`src/hdl/scbs_pkg.sv`:
```
`timescale 1ns / 1ps
// ============================================================================
// scbs_pkg
// Shared widths, limits, codes and the command and status bundles that pass
// between the controller and the datapath of the cut block splitter.
// ============================================================================
package scbs_pkg;

    // Field widths.
    localparam int W_SHELL   = 10;
    localparam int W_ROW     = 10;
    localparam int W_ROW_END = 11;
    localparam int W_CFG     = 11;
    localparam int W_CFG_IDX = 1;
    localparam int W_LEN     = 11;
    localparam int W_SMALL   = 11;
    localparam int W_CNT     = 12;
    localparam int W_TOT     = 11;

    // Block pointer and extended row arithmetic.
    localparam int MAX_BLOCKS = 16;
    localparam int W_BLK      = $clog2(MAX_BLOCKS);
    localparam int W_EXT      = 15;

    localparam logic [W_BLK-1:0] LAST_BLOCK     = W_BLK'(MAX_BLOCKS - 1);
    localparam logic [W_BLK-1:0] NEXT_TO_LAST   = W_BLK'(MAX_BLOCKS - 2);

    // Register limits and reset values.
    localparam logic [W_CFG-1:0] MIN_ROWS      = 11'd1;
    localparam logic [W_CFG-1:0] MAX_ROWS      = 11'd1024;
    localparam logic [W_CFG-1:0] MIN_BLOCK     = 11'd64;
    localparam logic [W_CFG-1:0] MAX_BLOCK     = 11'd1024;
    localparam logic [W_CFG-1:0] RST_ROWS      = 11'd1024;
    localparam logic [W_CFG-1:0] RST_BLOCK     = 11'd64;
    localparam logic [W_TOT-1:0] SAT_TOTAL     = 11'd2047;

    // Register indexes.
    localparam logic [W_CFG_IDX-1:0] REG_MATRIX_ROWS = 1'b0;
    localparam logic [W_CFG_IDX-1:0] REG_BLOCK_SIZE  = 1'b1;

    // Result kinds.
    localparam logic KIND_PIECE  = 1'b0;
    localparam logic KIND_MARKER = 1'b1;

    // Commands from the controller to the datapath.
    typedef struct packed {
        logic load_in;    // capture an input transfer
        logic prep;       // recompute the block start from the pointer
        logic pull;       // step the pointer back by one block
        logic decide;     // load the open cut and update the run state
        logic load_last;  // load the final cut of the map
        logic cut;        // one step of the cut splitter (piece or marker)
        logic cut_mk;     // marker between two pieces of a split cut
        logic flush;      // marker for a block passed during the flush
        logic final_mk;   // final marker of the map, clears the map state
        logic tail_ok;    // results of this cut may end the item
    } t_dp_cmd;

    // Status from the datapath to the controller.
    typedef struct packed {
        logic in_last;      // captured item is the final shell
        logic close_first;  // the open run ends before this shell
        logic pull_more;    // pointer lies past the last block
        logic cut_done;     // cut ends without another result
        logic cut_piece;    // next cut step gives a piece
        logic cut_split;    // that piece continues into the next block
        logic at_last_blk;  // pointer is on the last block
        logic emit_ok;      // the output register can take a result
    } t_dp_stat;

endpackage

```
`src/hdl/submatrix_cut_block_splitter.sv`:
```
`timescale 1ns / 1ps
// ============================================================================
// submatrix_cut_block_splitter
// An item is captured, the block start is set from the pointer, the pointer
// steps back block by block while it lies past the last block (after a block
// size change) and the run is decided; the results, the load of the final
// shell's cut and cut evaluations that end empty follow, and output stalls hold
// the sequencer. One result per cycle at most, set by the single result register.
// Reset is synchronous and active low; it loads the register reset values and clears the map state.
// ============================================================================
module submatrix_cut_block_splitter
    import scbs_pkg::*;
(
    input  logic                 i_clk,
    input  logic                 i_rst_n,
    input  logic                 i_cfg_we,
    input  logic [W_CFG_IDX-1:0] i_cfg_index,
    input  logic [W_CFG-1:0]     i_cfg_data,
    input  logic                 i_in_valid,
    output logic                 o_in_stall,
    input  logic [W_SHELL-1:0]   i_shell_index,
    input  logic [W_ROW-1:0]     i_row_start,
    input  logic [W_ROW_END-1:0] i_row_end,
    input  logic                 i_last_shell,
    output logic                 o_out_valid,
    input  logic                 i_out_stall,
    output logic                 o_kind,
    output logic [W_ROW-1:0]     o_big_start,
    output logic [W_LEN-1:0]     o_piece_length,
    output logic [W_SMALL-1:0]   o_small_start,
    output logic [W_BLK-1:0]     o_block_number,
    output logic [W_CNT-1:0]     o_piece_count,
    output logic                 o_last_of_run,
    output logic                 o_map_done
);

    t_dp_cmd  cmd;
    t_dp_stat stat;

    // Sequencer.
    scbs_ctrl u_ctrl (
        .i_clk      (i_clk),
        .i_rst_n    (i_rst_n),
        .i_in_valid (i_in_valid),
        .o_in_stall (o_in_stall),
        .i_stat     (stat),
        .o_cmd      (cmd)
    );

    // Datapath and result register.
    scbs_datapath u_datapath (
        .i_clk          (i_clk),
        .i_rst_n        (i_rst_n),
        .i_cfg_we       (i_cfg_we),
        .i_cfg_index    (i_cfg_index),
        .i_cfg_data     (i_cfg_data),
        .i_shell_index  (i_shell_index),
        .i_row_start    (i_row_start),
        .i_row_end      (i_row_end),
        .i_last_shell   (i_last_shell),
        .i_out_stall    (i_out_stall),
        .i_cmd          (cmd),
        .o_stat         (stat),
        .o_out_valid    (o_out_valid),
        .o_kind         (o_kind),
        .o_big_start    (o_big_start),
        .o_piece_length (o_piece_length),
        .o_small_start  (o_small_start),
        .o_block_number (o_block_number),
        .o_piece_count  (o_piece_count),
        .o_last_of_run  (o_last_of_run),
        .o_map_done     (o_map_done)
    );

endmodule

```
`src/hdl/scbs_ctrl.sv`:
```
`timescale 1ns / 1ps
// ============================================================================
// scbs_ctrl
// Sequencer of the cut block splitter: takes one shell, steers the datapath
// through pointer setup, cut closing and the end-of-map flush.
// ============================================================================
module scbs_ctrl
    import scbs_pkg::*;
(
    input  logic     i_clk,
    input  logic     i_rst_n,
    input  logic     i_in_valid,
    output logic     o_in_stall,
    input  t_dp_stat i_stat,
    output t_dp_cmd  o_cmd
);

    typedef enum logic [7:0] {
        S_IDLE   = 8'b0000_0001,
        S_PREP   = 8'b0000_0010,
        S_PULL   = 8'b0000_0100,
        S_DECIDE = 8'b0000_1000,
        S_LAST   = 8'b0001_0000,
        S_CUT    = 8'b0010_0000,
        S_CUT_MK = 8'b0100_0000,
        S_FLUSH  = 8'b1000_0000
    } t_state;

    t_state r_state;
    t_state n_state;
    logic   r_phase2;
    logic   n_phase2;
    t_state cut_exit;

    // Where a finished cut leads: the final cut goes on to the flush.
    always_comb begin
        if (r_phase2) begin
            cut_exit = S_FLUSH;
        end else if (i_stat.in_last) begin
            cut_exit = S_LAST;
        end else begin
            cut_exit = S_IDLE;
        end
    end

    // Next state and commands.
    always_comb begin
        n_state       = r_state;
        n_phase2      = r_phase2;
        o_cmd         = '0;
        o_cmd.tail_ok = !r_phase2 && !i_stat.in_last;
        case (r_state)
            S_IDLE: begin
                if (i_in_valid) begin
                    o_cmd.load_in = 1'b1;
                    n_state       = S_PREP;
                end
            end
            S_PREP: begin
                o_cmd.prep = 1'b1;
                n_state    = S_PULL;
            end
            S_PULL: begin
                if (i_stat.pull_more) begin
                    o_cmd.pull = 1'b1;
                end else begin
                    n_state = S_DECIDE;
                end
            end
            S_DECIDE: begin
                o_cmd.decide = 1'b1;
                n_phase2     = 1'b0;
                if (i_stat.close_first) begin
                    n_state = S_CUT;
                end else if (i_stat.in_last) begin
                    n_state = S_LAST;
                end else begin
                    n_state = S_IDLE;
                end
            end
            S_LAST: begin
                o_cmd.load_last = 1'b1;
                n_phase2        = 1'b1;
                n_state         = S_CUT;
            end
            S_CUT: begin
                if (i_stat.cut_done) begin
                    n_state = cut_exit;
                end else if (i_stat.emit_ok) begin
                    o_cmd.cut = 1'b1;
                    if (i_stat.cut_split) begin
                        n_state = S_CUT_MK;
                    end else if (i_stat.cut_piece) begin
                        n_state = cut_exit;
                    end
                end
            end
            S_CUT_MK: begin
                if (i_stat.emit_ok) begin
                    o_cmd.cut_mk = 1'b1;
                    n_state      = S_CUT;
                end
            end
            S_FLUSH: begin
                if (i_stat.emit_ok) begin
                    if (!i_stat.at_last_blk) begin
                        o_cmd.flush = 1'b1;
                    end else begin
                        o_cmd.final_mk = 1'b1;
                        n_state        = S_IDLE;
                    end
                end
            end
            default: begin
                n_state = S_IDLE;
            end
        endcase
    end

    // State registers.
    always_ff @(posedge i_clk) begin
        if (!i_rst_n) begin
            r_state  <= S_IDLE;
            r_phase2 <= 1'b0;
        end else begin
            r_state  <= n_state;
            r_phase2 <= n_phase2;
        end
    end

    assign o_in_stall = (r_state != S_IDLE);

`ifndef NO_ASSERTIONS
    // A cut step is only issued when it gives a result that has room.
    a_cut_emits: assert property (@(posedge i_clk) disable iff (!i_rst_n)
        o_cmd.cut |-> (!i_stat.cut_done && i_stat.emit_ok))
        else $error("cut step issued without a result or without room");

    // The flush never steps past the last block.
    a_flush_bound: assert property (@(posedge i_clk) disable iff (!i_rst_n)
        o_cmd.flush |-> !i_stat.at_last_blk)
        else $error("flush marker issued on the last block");

    // After the final marker the sequencer is ready for the next map.
    a_final_idle: assert property (@(posedge i_clk) disable iff (!i_rst_n)
        o_cmd.final_mk |=> !o_in_stall)
        else $error("sequencer not idle after the final marker");
`endif

endmodule

```
`src/hdl/scbs_datapath.sv`:
```
`timescale 1ns / 1ps
// ============================================================================
// scbs_datapath
// Registers and arithmetic of the cut block splitter: configuration, run
// state, block pointer, cut bounds, counters and the result register.
// ============================================================================
module scbs_datapath
    import scbs_pkg::*;
(
    input  logic                 i_clk,
    input  logic                 i_rst_n,
    input  logic                 i_cfg_we,
    input  logic [W_CFG_IDX-1:0] i_cfg_index,
    input  logic [W_CFG-1:0]     i_cfg_data,
    input  logic [W_SHELL-1:0]   i_shell_index,
    input  logic [W_ROW-1:0]     i_row_start,
    input  logic [W_ROW_END-1:0] i_row_end,
    input  logic                 i_last_shell,
    input  logic                 i_out_stall,
    input  t_dp_cmd              i_cmd,
    output t_dp_stat             o_stat,
    output logic                 o_out_valid,
    output logic                 o_kind,
    output logic [W_ROW-1:0]     o_big_start,
    output logic [W_LEN-1:0]     o_piece_length,
    output logic [W_SMALL-1:0]   o_small_start,
    output logic [W_BLK-1:0]     o_block_number,
    output logic [W_CNT-1:0]     o_piece_count,
    output logic                 o_last_of_run,
    output logic                 o_map_done
);

    // Configuration.
    logic [W_CFG-1:0]     r_matrix_rows;
    logic [W_CFG-1:0]     r_block_size;
    logic [W_CFG-1:0]     rows_eff;
    logic [W_CFG-1:0]     bsz_eff;

    // Captured input.
    logic [W_SHELL-1:0]   r_in_shell;
    logic [W_ROW-1:0]     r_in_rs;
    logic [W_ROW_END-1:0] r_in_re;
    logic                 r_in_last;

    // Map state.
    logic [W_ROW-1:0]     r_run_start;
    logic [W_SHELL-1:0]   r_prev_shell;
    logic [W_ROW_END-1:0] r_prev_end;
    logic                 r_run_open;
    logic [W_BLK-1:0]     r_cb;
    logic [W_SMALL-1:0]   r_small;
    logic [W_TOT-1:0]     r_pieces;
    logic [W_EXT-1:0]     r_bs;

    // Cut being closed.
    logic [W_EXT-1:0]     r_s;
    logic [W_ROW_END-1:0] r_e;

    // Result register.
    logic                 r_out_valid;
    logic                 r_out_kind;
    logic [W_ROW-1:0]     r_out_big;
    logic [W_LEN-1:0]     r_out_len;
    logic [W_SMALL-1:0]   r_out_small;
    logic [W_BLK-1:0]     r_out_blk;
    logic [W_CNT-1:0]     r_out_cnt;
    logic                 r_out_last;
    logic                 r_out_done;

    logic                 n_out_kind;
    logic [W_ROW-1:0]     n_out_big;
    logic [W_LEN-1:0]     n_out_len;
    logic [W_SMALL-1:0]   n_out_small;
    logic [W_CNT-1:0]     n_out_cnt;
    logic                 n_out_last;
    logic                 n_out_done;

    // Working values.
    logic [W_EXT-1:0]     rows_ext;
    logic [W_EXT-1:0]     bsz_ext;
    logic [W_EXT-1:0]     e_ext;
    logic [W_EXT-1:0]     be;
    logic [W_EXT-1:0]     be2;
    logic [W_EXT-1:0]     prod;
    logic [W_EXT-1:0]     ps;
    logic [W_EXT-1:0]     pe;
    logic [W_EXT-1:0]     len;
    logic [W_SMALL:0]     small_sum;
    logic                 lastblk;
    logic                 s_past;
    logic                 before_blk;
    logic                 mk_last;
    logic                 consec;
    logic                 emit;
    logic                 block_step;

    // Register values clamped to their legal ranges.
    always_comb begin
        if (r_matrix_rows < MIN_ROWS) begin
            rows_eff = MIN_ROWS;
        end else if (r_matrix_rows > MAX_ROWS) begin
            rows_eff = MAX_ROWS;
        end else begin
            rows_eff = r_matrix_rows;
        end
        if (r_block_size < MIN_BLOCK) begin
            bsz_eff = MIN_BLOCK;
        end else if (r_block_size > MAX_BLOCK) begin
            bsz_eff = MAX_BLOCK;
        end else begin
            bsz_eff = r_block_size;
        end
    end

    assign rows_ext = W_EXT'(rows_eff);
    assign bsz_ext  = W_EXT'(bsz_eff);
    assign e_ext    = W_EXT'(r_e);

    // Block bounds; the pointer is on the last block when it points at LAST_BLOCK
    // or when the next block would start at or past the row count.
    assign be      = r_bs + bsz_ext;
    assign be2     = be + bsz_ext;
    assign prod    = W_EXT'(r_cb) * bsz_ext;
    assign lastblk = (r_cb == LAST_BLOCK) || (be >= rows_ext);

    // Classification of the next cut step.
    assign s_past     = (r_s >= be);
    assign before_blk = (r_s < r_bs) && (e_ext < r_bs);
    assign mk_last    = (r_s >= be2) && ((r_cb == NEXT_TO_LAST) || (be2 >= rows_ext));

    // Piece bounds clipped to the current block.
    assign ps        = (r_s < r_bs) ? r_bs : r_s;
    assign pe        = (e_ext < be) ? e_ext : be;
    assign len       = (pe > ps) ? (pe - ps) : '0;
    assign small_sum = {1'b0, r_small} + (W_SMALL + 1)'(len);

    assign consec = ({1'b0, r_in_shell} == ({1'b0, r_prev_shell} + (W_SHELL + 1)'(1)));

    // Status toward the controller.
    always_comb begin
        o_stat.in_last     = r_in_last;
        o_stat.close_first = r_run_open && !consec;
        o_stat.pull_more   = (r_cb != '0) && (r_bs >= rows_ext);
        o_stat.cut_done    = (s_past && lastblk) || (!s_past && before_blk);
        o_stat.cut_piece   = !s_past && !before_blk;
        o_stat.cut_split   = !s_past && !before_blk && (e_ext > be) && !lastblk;
        o_stat.at_last_blk = lastblk;
        o_stat.emit_ok     = !r_out_valid || !i_out_stall;
    end

    assign emit       = i_cmd.cut || i_cmd.cut_mk || i_cmd.flush || i_cmd.final_mk;
    assign block_step = (i_cmd.cut && s_past) || i_cmd.cut_mk || i_cmd.flush;

    // Fields of the result produced in this cycle.
    always_comb begin
        n_out_kind  = KIND_MARKER;
        n_out_big   = '0;
        n_out_len   = '0;
        n_out_small = '0;
        n_out_cnt   = W_CNT'(r_pieces);
        n_out_last  = 1'b0;
        n_out_done  = 1'b0;
        if (i_cmd.cut && !s_past) begin
            n_out_kind  = KIND_PIECE;
            n_out_big   = ps[W_ROW-1:0];
            n_out_len   = len[W_LEN-1:0];
            n_out_small = r_small;
            n_out_cnt   = '0;
            n_out_last  = i_cmd.tail_ok && !o_stat.cut_split;
        end else if (i_cmd.cut) begin
            n_out_last = i_cmd.tail_ok && mk_last;
        end else if (i_cmd.final_mk) begin
            n_out_last = 1'b1;
            n_out_done = 1'b1;
        end
    end

    // Configuration, map state, pointer and result valid.
    always_ff @(posedge i_clk) begin
        if (!i_rst_n) begin
            r_matrix_rows <= RST_ROWS;
            r_block_size  <= RST_BLOCK;
            r_run_start   <= '0;
            r_prev_shell  <= '0;
            r_prev_end    <= '0;
            r_run_open    <= 1'b0;
            r_cb          <= '0;
            r_small       <= '0;
            r_pieces      <= '0;
            r_bs          <= '0;
            r_out_valid   <= 1'b0;
        end else begin
            if (i_cfg_we) begin
                case (i_cfg_index)
                    REG_MATRIX_ROWS: r_matrix_rows <= i_cfg_data;
                    REG_BLOCK_SIZE:  r_block_size  <= i_cfg_data;
                    default: begin
                    end
                endcase
            end

            // Block pointer and block start.
            if (i_cmd.prep) begin
                r_bs <= prod;
            end else if (i_cmd.pull) begin
                r_cb <= r_cb - W_BLK'(1);
                r_bs <= r_bs - bsz_ext;
            end else if (block_step) begin
                r_cb <= r_cb + W_BLK'(1);
                r_bs <= be;
            end

            // Run tracking.
            if (i_cmd.decide) begin
                if (!(r_run_open && consec)) begin
                    r_run_start <= r_in_rs;
                    r_run_open  <= 1'b1;
                end
                r_prev_shell <= r_in_shell;
                r_prev_end   <= r_in_re;
            end

            // Packed row total and piece count, both saturating.
            if (i_cmd.cut && !s_past) begin
                r_small <= (small_sum > {1'b0, SAT_TOTAL}) ? SAT_TOTAL
                                                           : small_sum[W_SMALL-1:0];
                if (r_pieces < SAT_TOTAL) begin
                    r_pieces <= r_pieces + W_TOT'(1);
                end
            end

            // End of map: map state and pointer back to their starting point.
            if (i_cmd.final_mk) begin
                r_run_start  <= '0;
                r_prev_shell <= '0;
                r_prev_end   <= '0;
                r_run_open   <= 1'b0;
                r_cb         <= '0;
                r_small      <= '0;
                r_pieces     <= '0;
                r_bs         <= '0;
            end

            // Result register: filled by an emission, freed by a transfer.
            if (emit) begin
                r_out_valid <= 1'b1;
            end else if (!i_out_stall) begin
                r_out_valid <= 1'b0;
            end
        end
    end

    // Payload registers.
    always_ff @(posedge i_clk) begin
        if (i_cmd.load_in) begin
            r_in_shell <= i_shell_index;
            r_in_rs    <= i_row_start;
            r_in_re    <= i_row_end;
            r_in_last  <= i_last_shell;
        end
        if (i_cmd.decide || i_cmd.load_last) begin
            r_s <= W_EXT'(r_run_start);
            r_e <= r_prev_end;
        end else if (i_cmd.cut_mk) begin
            r_s <= be;
        end
        if (emit) begin
            r_out_kind  <= n_out_kind;
            r_out_big   <= n_out_big;
            r_out_len   <= n_out_len;
            r_out_small <= n_out_small;
            r_out_blk   <= r_cb;
            r_out_cnt   <= n_out_cnt;
            r_out_last  <= n_out_last;
            r_out_done  <= n_out_done;
        end
    end

    assign o_out_valid    = r_out_valid;
    assign o_kind         = r_out_kind;
    assign o_big_start    = r_out_big;
    assign o_piece_length = r_out_len;
    assign o_small_start  = r_out_small;
    assign o_block_number = r_out_blk;
    assign o_piece_count  = r_out_cnt;
    assign o_last_of_run  = r_out_last;
    assign o_map_done     = r_out_done;

`ifndef NO_ASSERTIONS
    // A new result never overwrites one that is still waiting.
    a_no_overwrite: assert property (@(posedge i_clk) disable iff (!i_rst_n)
        emit |-> (!r_out_valid || !i_out_stall))
        else $error("result register overwritten while stalled");

    // A piece never spans more than one block.
    a_piece_len: assert property (@(posedge i_clk) disable iff (!i_rst_n)
        (r_out_valid && (r_out_kind == KIND_PIECE)) |-> (r_out_len <= bsz_eff))
        else $error("piece longer than a block");

    // The final marker leaves the map state cleared.
    a_map_clear: assert property (@(posedge i_clk) disable iff (!i_rst_n)
        i_cmd.final_mk |=> (!r_run_open && (r_cb == '0) && (r_pieces == '0)
                            && (r_small == '0)))
        else $error("map state not cleared after the final marker");
`endif

endmodule
```
`config.mk`:
```
export PLATFORM = sky130hd
export DESIGN_NAME = submatrix_cut_block_splitter
export DESIGN_NICKNAME = d
export VERILOG_FILES = /design/src/hdl/scbs_pkg.sv /design/src/hdl/submatrix_cut_block_splitter.sv /design/src/hdl/scbs_ctrl.sv /design/src/hdl/scbs_datapath.sv
export SDC_FILE = /design/constraint.sdc
export NUM_CORES = 1
export LEC_CHECK = 0
export BUFFER_PORTS_ARGS = -buffer_cell sky130_fd_sc_hd__buf_2
export CORE_ASPECT_RATIO = 1.1
export CORE_MARGIN = 1
export CORE_UTILIZATION = 56
export DETAILED_ROUTE_END_ITERATION = 16
export GPL_TIMING_DRIVEN = 0
export PLACE_DENSITY = 0.83
export SLEW_MARGIN = 15
export SYNTH_ARGS = -nofsm -noshare
export SYNTH_HDL_FRONTEND = slang
export SYNTH_HIERARCHICAL = 1
export SYNTH_SLANG_ARGS = --single-unit
export TNS_END_PERCENT = 10
```
`constraint.sdc`:
```
create_clock -name i_clk -period 9.8 [get_ports i_clk]
set_input_delay 0.98 -clock i_clk [delete_from_list [all_inputs] [get_ports i_clk]]
set_output_delay 0.98 -clock i_clk [all_outputs]
set_load 0.05 [all_outputs]
```
; Word-level counts from Yosys, hierarchy flattened
; Cells that the tools add are included.
[totals]
regBits = 214
in_bits = 49
output_inout_bits = 53
wordCells = 176
[classes]
n_addsub = 9
mul = 1
order_cmp = 16
n_eq_ne = 20
muxes = 50
n_bitwise = 4
n_reduce_logical = 47
[ops]
columns = cell, count
row1 = 8-bit two-way mux, 10
row2 = 15-bit two-way mux, 5
row3 = 8-bit case mux with 8 select lines, 1
row4 = 11-bit two-way mux, 5
row5 = 15-bit by 11-bit greater-or-equal comparator with 1-bit output, 3
row6 = 15-bit by 11-bit adder with 15-bit output, 2
row7 = 15-bit greater-or-equal comparator, 2
row8 = 11-bit by 15-bit less-than comparator with 1-bit output, 2
row9 = "11-bit greater-than comparator, second input constant", 2
row10 = 10-bit two-way mux, 2
row11 = 1-bit two-way mux, 19
row12 = 11-bit by 15-bit greater-than comparator with 1-bit output, 1
row13 = 15-bit greater-than comparator, 1
row14 = 1-bit logical AND, 15
row15 = 15-bit less-than comparator, 1
row16 = 4-bit by 11-bit multiplier with 15-bit output, 1
row17 = 15-bit by 11-bit subtractor with 15-bit output, 1
row18 = 11-bit by 12-bit adder with 12-bit output, 1
row19 = "12-bit by 11-bit greater-than comparator with 1-bit output, second input constant", 1
row20 = 12-bit two-way mux, 1
row21 = 12-bit subtractor, 1
row22 = "10-bit by 1-bit adder with 11-bit output, second input constant", 1
row23 = "11-bit by 1-bit adder with 11-bit output, second input constant", 1
row24 = 10-bit by 11-bit == test with 1-bit output, 1
row25 = other kinds (33), 67

; Logic depth before layout (Yosys ltp)
; Gate-level depths: netlist (run 1).
[depth]
word_depth = 16
mapped_depth = 45
mapped_depth_nobuf = 41

; Hierarchy
; The synthesis (run 1) kept the hierarchy.
[by_module_without_submodules]
columns = mod, n_inst, cells_each, area_per_inst_um2, seq_area_each_um2
row1 = scbs_datapath, 1, 1592, 14770.4, 5114.9
row2 = scbs_ctrl, 1, 87, 661.9, 180.2

; Worst setup path after synthesis (run 1)
; Ideal clock, no wire load.
[synth_timing]
path_type = reg-to-reg
startpoint = reg u_datapath.r_block_size[6]
endpoint = reg u_datapath.r_small[1]
setup_time_ns = 0.143
arrival_ns = 9.461
t_required_ns = 9.657
slack_ns = 0.196
path_stages_with_launch = 46
n_path_buf = 5
period_less_slack_ns = 9.604
path_cell_list = dfxtp_1 -> nor4_1 -> nand4_1 -> o21ai_0 -> and2_0 -> clkbuf_1 -> ha_1 -> inv_1 -> fa_1 -> nand2b_1 -> a21oi_1 -> xor2_1 -> inv_1 -> ha_1 -> a21oi_1 -> o21ai_0 -> maj3_2 -> a221o_1 -> [... 10 more ...] -> or4_1 -> nand2_1 -> o21a_1 -> a31o_2 -> clkbuf_1 -> nor2_1 -> clkbuf_1 -> and2_1 -> ha_1 -> nor2b_1 -> nor2_1 -> nor2_1 -> o41ai_1 -> o21ai_0 -> o41ai_1 -> xor2_1 -> clkbuf_1 -> a221oi_1
[synth_via]
elab_chain_len = 11
word_cells_on_any_way = 27
classes_between = add/sub: 3 / order compare: 7 / mux: 10 / reduce/logical: 7
[synth_rtl]
columns = item, line_no
row1 = from (decl), scbs_datapath.sv:35  ; logic [W_CFG-1:0] r_block_size;
row2 = from (signal assigned), scbs_datapath.sv:196  ; REG_BLOCK_SIZE: r_block_size <= i_cfg_data;
row3 = 11-bit greater-than comparator, scbs_datapath.sv:108  ; end else if (r_block_size > MAX_BLOCK) begin
row4 = 11-bit two-way mux, scbs_datapath.sv:108
row5 = 11-bit two-way mux (*), scbs_datapath.sv:106  ; if (r_block_size < MIN_BLOCK) begin
row6 = 15-bit by 11-bit adder with 15-bit output (*), scbs_datapath.sv:121  ; assign be = r_bs + bsz_ext;
row7 = 11-bit by 15-bit less-than comparator with 1-bit output, scbs_datapath.sv:133  ; assign pe = (e_ext < be) ? e_ext : be;
row8 = 15-bit two-way mux (*), scbs_datapath.sv:133
row9 = 12-bit subtractor / 15-bit greater-than comparator (equally long branches), scbs_datapath.sv:134  ; assign len = (pe > ps) ? (pe - ps) : '0;
row10 = 12-bit two-way mux (*), scbs_datapath.sv:134
row11 = named net u_datapath.len[3], scbs_datapath.sv:87  ; logic [W_EXT-1:0] len;
row12 = 11-bit by 12-bit adder with 12-bit output (*), scbs_datapath.sv:135  ; assign small_sum = {1'b0, r_small} + (W_SMALL + 1)'(len);
row13 = 12-bit by 11-bit greater-than comparator with 1-bit output (*), scbs_datapath.sv:225  ; r_small <= (small_sum > {1'b0, SAT_TOTAL}) ? SAT_TOTAL
row14 = 11-bit two-way mux (*), scbs_datapath.sv:225
row15 = to (signal assigned), scbs_datapath.sv:225
row16 = to (decl), scbs_datapath.sv:51  ; logic [W_SMALL-1:0] r_small;
; Mark *: on every way through the listed nets, which the timed path passes. The rest lies on a longest branch.
; A chain may end at the register's enable or synchronous reset.

; Worst setup path in the final report (run 1)
[layout_timing]
startpoint = reg u_datapath.r_block_size[9]
endpoint = reg u_datapath.r_small[1]
; Same word-level chain as after synthesis.

==> results of run 1 <==
-- cell type report --
cell class                 count  area [sq um]
timing repair buffer         122           678
tap                          357           447
multi-input combinational   1279          9650
clock buffer                  28           604
clock inverter                14           211
inverter                     117           439
buffer                        73           355
fill                        2153          9360
sequential                   213          5300
-- what timing repair did --
action	CTS	global route
cloned	0	1
buffers inserted	6	14
pin swaps	5	15
resized for setup	30	42
setup endpoints to repair	11	11
-- cells by family (layout without fill, tap and decap cells) --
family / Yosys count / in the layout / synth area share [%]
compound gates: 379 / 379 / 16.7
buf+inv: 191 / 354 / 4.97
xor+xnor: 78 / 78 / 4.62
flops: 213 / 213 / 34.3
other cells: 1 / 5 / 0.0243
fa+ha+maj: 202 / 202 / 17.5
mux: 67 / 67 / 4.42
simple gates: 548 / 548 / 17.5
-- worst max path at each step --
stage | start | end | slack [ps] | cells after the start
after floorplan | u_datapath/r_block_size[6] | u_datapath/r_small[1] | 200 | 45
after global placement | u_datapath/r_block_size[10] | u_datapath/r_small[9] | -1490 | 45
after detailed placement | u_datapath/r_block_size[10] | u_datapath/r_small[1] | -1740 | 45
after CTS | u_datapath/r_block_size[6] | u_datapath/r_small[9] | 60 | 44
after global routing | u_datapath/r_block_size[9] | u_datapath/r_small[9] | -40 | 43
final | u_datapath/r_block_size[9] | u_datapath/r_small[1] | 270 | 41
-- flip-flops by register name (all words and copies together), names as in the netlist, 8 cells and up --
signal,cells
u_datapath/r_bs,15
u_datapath/r_pieces,11
u_datapath/r_s,15
u_ctrl/r_state,8
u_datapath/r_block_size,11
u_datapath/r_small,11
u_datapath/r_matrix_rows,11
u_datapath/o_piece_count,11
u_datapath/r_in_rs,10
u_datapath/o_big_start,10
u_datapath/r_in_shell,10
u_datapath/r_prev_shell,10
u_datapath/r_e,11
u_datapath/o_small_start,11
u_datapath/r_prev_end,11
u_datapath/r_in_re,11
u_datapath/o_piece_length,11
u_datapath/r_run_start,10
-- through the flow --
step / hold slack (ps) / power, W / cell area, sq um
3_3_place_gp: 421 / 0.00184 / 16400
3_5_place_dp: 424 / 0.00187 / 16400
2_1_floorplan: 408 / 0.00165 / 15400
5_1_grt: 453 / 0.00304 / 17700
6_report: 435 / 0.00291 / 17700
4_1_cts: 435 / 0.00284 / 17400
-- placed cells by master (no fill, tap or decap), types with 7 or more instances in the layout --
cell type  instances
a211oi_1          14
xor2_1            30
nand3_1           30
o21a_1            17
a2111oi_0          7
o21bai_1           9
or3_1             12
o211ai_1          13
ha_1             166
mux2i_1           58
o2111ai_1          7
nor2_1           140
nor4_1            14
o21ai_0           68
buf_4             26
buf_2            111
clkbuf_1          52
nand2_1          153
xnor2_1           40
a21o_1            29
nand4_1           21
and3_1            26
nor2b_1           24
dfxtp_1          108
nor4b_1            7
clkbuf_16         23
a31oi_1           20
nor3_1            19
o31ai_1            9
inv_1            110
fa_1              23
nand2b_1          15
and2_1            41
edfxtp_1         103
a21boi_0          27
a21oi_1           85
mux2_1             8
-- report_power, final --
group          switching [W]  total [W]  internal [W]  leakage (nW)
Combinational       0.000578   0.000977      0.000399          5.15
Sequential         0.0000280   0.000993      0.000965          1.91
Clock               0.000365   0.000938      0.000573         0.394
-- per-layer routing --
| metal | vias to the layer above | GRT usage, % | routed length, um |
|---|---|---|---|
| met5 | - | 0 | 0 |
| met4 | 0 | 12.8 | 1890 |
| met3 | 113 | 4.77 | 3140 |
| met2 | 530 | 49.3 | 19400 |
| met1 | 6224 | 37.2 | 17400 |
| li1 | 6324 | - | - |
==> summary.md, run 1 <==
| Metric | Value |
|---|---|
| Die width | 160 um |
| Crit share post-route | 97.3% |
| Remaining DRCs | 0 |
| Root Buffer | clkbuf_16 |
| Synth top area cells | edfxtp_1 (20%), dfxtp_1 (14%), ha_1 (14%), mux2i_1 (3.8%), nand2_1 (3.7%) |
| Highest clock rate | 0.105 GHz |
| Hold_buf cts | 0 |
| Gr ovfl total | 0 |
| Die extent in y | 176 um |
| Syn Area/Cell | 9.19 sq um |
| DR vias/cell | 5.99 |
| Worst EP arrival | 9910 ps |
| Initial Utilization | 57.1% |
| Clk_skew | 23.9 ps |
| Worst slack, placed | -1740 ps |
| Post-route setup slack | 269 ps |
| Worst-path fanout max | 10 |
| Seq cells post-synth | 213 |
| Seq/Total Area, Yosys | 34.3% |
| Hold_sp | u_datapath/r_prev_end[4] |
| Status | completed |
| Worst slew margin | 23.7% |
| Measured slew at the worst slew-check pin | 1140 ps |
| RR Endpoint | u_datapath/r_small[1] |
| Final net count | 2,073 |
| MaxCap Viol Count | 0 |
| Crit path required time | 10,180 ps |
| Area leader, netlist | edfxtp_1 |
| Class of the worst hold path | flip-flop to flip-flop |
| Yosys top cell area share | 20.0% |
| 1st-pass router iterations | 7 |
| Ys flop type | dfxtp_1 |
| Type of the worst setup path | flip-flop to flip-flop |
| Slew Limit Fails | 0 |
| Detailed Place HPWL | 32.5 mm |
| Layout area overhead | 14.6% |
| Hold Vio Cnt, Final | 0 |
| N_diodes | 0 |
| Initial antenna violation count | 1 |
| Area of the mapped netlist | 15,400 sq um |
| Core area | 27,000 sq um |
| Deepest clock path buffer count | 3 |
| Post-layout min period | 9530 ps |
| # IOs | 102 |
| Crit-path slowest cell | or4_4 |
| Yosys warnings | 6 |
| Max incr delay on CP | 500 ps |
| Finished Core Util | 65.4% |
| Power Density | 164 nW/um^2 |
| Async SR Flop Fraction | 0% |
| Hold path cells | 0 |
| VDD IR max | 0.152 mV |
| Post-Place Cells | 2,141 |
| Reg2Reg Setup Slack | 270 ps |
| CTS H-Tree Depth | 1 |
| Share of cells above drive strength 1 | 13.5% |
| Reg2Reg Launch Point | u_datapath/r_block_size[9] |
| Endpoints failing setup | 0 |
| Clock transition at the registers of the reported paths | 60 ps |
| Critical path endpoint category | flip-flop |
| CP delay by family, top | compound AO/OA/AOI/OAI gates |
| Antenna viol nets, final | 0 |
| CP most frequent cell | ha_1 |
| Crit start category | flip-flop |
| Count leader, synth | ha_1 |
| Leak | 7.45 nW |
| Post-synth top cells | ha_1 (171), nand2_1 (154), nor2_1 (142) |
| Via count | 13,200 |
| GRT Overall Usage | 29.3% |
| Iter 0 DRT Violations | 1,063 |
| Final WL | 41.8 mm |
| Port bufs | 100 |
| Largest net degree at the start of global routing | 33 |
| Global-route wire length before repair | 65.7 mm |
| Fin cells | 2,203 |
| R2r worst-path depth | 41 |
| WHS Endpoint | u_datapath/r_e[4] |
| Sink Count | 213 |
| Mapped Cells | 1,679 |
| TritonCTS clock tree | done |
| Setup TNS | 0 ps |
| Latest clock arrival within the worst-skew pair | 540 ps |
| Post-synth EDFFs | 103 |
| Synth unique cells | 94 |
| Worst path bufs/invs | 6 |
| FP Rows | 63 |
| Die ar. | 28,200 sq um |
| TritonCTS Buffers | 23 |
| Final GP Congestion | 0.966 |
| DR WL/cell | 19.0 um |
| Vias in the first global route | 12,700 |
Note: power is estimated with default switching activity, not from simulation.
==> run 2, diff against run 1 <==
- CORE_UTILIZATION: 56 -> 33
- PLACE_DENSITY: 0.83 -> 0.55
==> summary.md, run 2 (synthesis results as in run 1) <==
| Metric | Value |
|---|---|
| # IOs | 102 (unchanged) |
| Power Density | 164 nW/um^2 (about the same) |
| Class of the worst hold path | flip-flop to flip-flop |
| Internal power | 0.00199 W (+3.0%) |
| Measured slew at the worst slew-check pin | 1120 ps (-22.1 ps) |
| TritonCTS Buffers | 25 (+8.7%) |
| Antenna viol nets, final | 0 (unchanged) |
| Worst EP arrival | 9830 ps (-80 ps) |
| Highest clock rate | 0.107 GHz (+1.7%) |
| Global-route wire length before repair | 69.7 mm (+6.2%) |
| Final net count | 2,076 (+0.14%) |
| Root Buffer | clkbuf_16 |
| Remaining DRCs | 0 (unchanged) |
| VDD IR max | 0.136 mV (-11%) |
| Die width | 208 um (+30%) |
| Final WL | 45.0 mm (+7.5%) |
| Hold Vio Cnt, Final | 0 (unchanged) |
| MaxCap Viol Count | 0 (unchanged) |
| CP delay by family, top | compound AO/OA/AOI/OAI gates |
| Post-layout min period | 9370 ps (-163 ps) |
| Logic pwr share | 32.7% (-0.9 points) |
| GRT Overall Usage | 18.7% (-11 points) |
| Commonest cells after routing, fill and taps aside | ha_1 (168), nand2_1 (153), nor2_1 (140) |
| Deepest clock path buffer count | 3 (unchanged) |
| Sink Count | 213 (unchanged) |
| 1st-pass router iterations | 5 (-2) |
| DR WL/cell | 18.4 um (-2.9%) |
| Max incr delay on CP | 530 ps (+30 ps) |
| Die ar. | 47,600 sq um (+69%) |
| Type of the worst setup path | flip-flop to flip-flop |
| Largest net degree at the start of global routing | 47 (+42%) |
| Final GP Congestion | 0.901 (-6.7%) |
| Worst path bufs/invs | 6 (unchanged) |
| Detailed Place HPWL | 35.7 mm (+10%) |
| Clock power frac | 33.8% (+1.5 points) |
| Worst hold margin | 442 ps (+6.74 ps) |
| Worst-path fanout max | 8 (-2) |
| Via count | 12,800 (-3.2%) |
| Finished Core Util | 39.4% (-26 points) |
| Gr ovfl total | 0 (unchanged) |
| Endpoints failing setup | 0 (unchanged) |
| Leak | 7.51 nW (+0.72%) |
| TritonCTS clock tree | done |
| Placed Instance Area | 16,800 sq um (+2.0%) |
| Crit-path slowest cell | or4_4 |
| Setup TNS | 0 ps (unchanged) |
| Switch Pwr | 0.000976 W (+0.62%) |
| Slew Limit Fails | 0 (unchanged) |
| Critical path endpoint category | flip-flop |
| Latest clock arrival within the worst-skew pair | 560 ps (+20 ps) |
| Layout area overhead | 17.1% |
| Iter 0 DRT Violations | 812 (-24%) |
| Share of cells above drive strength 1 | 13.8% (+0.34 points) |
| FP Rows | 82 (+30%) |
| Regs by FF count | u_datapath/r_bs: 15 flops, u_datapath/r_s: 15 flops |
| Sequential power share | 33.5% (-0.6 points) |
| Port bufs | 100 (unchanged) |
| Vias in the first global route | 12,500 (-1.6%) |
| Crit path required time | 10,260 ps (+80 ps) |
| CTS H-Tree Depth | 1 (unchanged) |
| Crit start category | flip-flop |
| Switch share | 32.9% (-0.51 points) |
| Worst slew margin | 25.2% (+1.5 points) |
| Crit share post-route | 95.6% (-1.7 points) |
| Design area | 18,100 sq um (+2.2%) |
| Die extent in y | 229 um (+30%) |
| Commonest non-fill, non-tap cell in the layout | ha_1 |
| Clock transition at the registers of the reported paths | 60 ps (about the same) |
| Clk_skew | 13.6 ps (-10.3 ps) |
| Core area | 45,900 sq um (+70%) |
| DR vias/cell | 5.23 (-13%) |
| Initial antenna violation count | 1 (unchanged) |
| Status | completed |
| Initial Utilization | 33.6% (-23 points) |
[run 2: worst register-to-register path, delay by kind of cell (launching register included)]
kind / cells / cell delay [ps]
compound gates: 13 / 2680
xor+xnor: 2 / 330
mux: 1 / 330
simple gates: 14 / 2390
fa+ha+maj: 8 / 2460
buf+inv: 6 / 750
flops: 1 / 340
[run 2: path summary, 6_finish.rpt]
check	from	slack (ps)	depth (start not counted)	end
worst min-delay path	u_datapath/r_prev_end[6]	440	0	u_datapath/r_e[6]
worst min register to register	u_datapath/r_prev_end[6]	440	0	u_datapath/r_e[6]
worst max-delay path	u_datapath/r_block_size[6]	430	44	u_datapath/r_small[1]
worst max register to register	u_datapath/r_block_size[6]	430	44	u_datapath/r_small[1]
[run 2: per-stage QoR]
stage | std cells | setup WS [ps] | total power, W
after floorplan | 1683 | 196 | 0.00165
after global placement | 2371 | -1910 | 0.00187
after detailed placement | 2373 | -1970 | 0.00189
after CTS | 2431 | 20.9 | 0.00296
after global routing | 2439 | -9.66 | 0.00314
final | 2440 | 432 | 0.00297
[run 2: timing repair]
| action | in CTS | in global routing |
|---|---|---|
| hold buffers | 0 | 0 |
| gates resized for setup | 40 | 22 |
| endpoints found under the setup margin | 11 | 11 |
| pin swaps | 12 | 14 |
| gates cloned | 1 | 0 |
| setup buffers | 12 | 9 |
[run 2: routing by layer]
metal  wire length [um]  GRT usage (%)  vias up  share of wire, %
li1                   -              -     6331                 -
met1              20100           23.7     6061                45
met2              21100           32.0      292                47
met3               1950           2.35       80               4.3
met4               1810           7.64        0               4.0
met5                  0              0        -                 0
[run 2: power by group through the flow]
stage	Clock, W	Combinational [W]	Sequential (W)
3_5_place_dp	0	0.000875	0.00101
3_3_place_gp	0	0.000857	0.00102
2_1_floorplan	0	0.000653	0.00100
4_1_cts	0.00103	0.000935	0.000995
6_report	0.00100	0.000971	0.000995
5_1_grt	0.00107	0.00107	0.000998
[run 2: final cells by class]
class	count	area (sq um)
clock buffer	33	676
tap	588	736
fill	4473	27800
timing repair buffer	124	721
sequential	213	5300
multi-input combinational	1279	9630
buffer	72	345
antenna	1	2.50
clock inverter	13	220
inverter	117	439
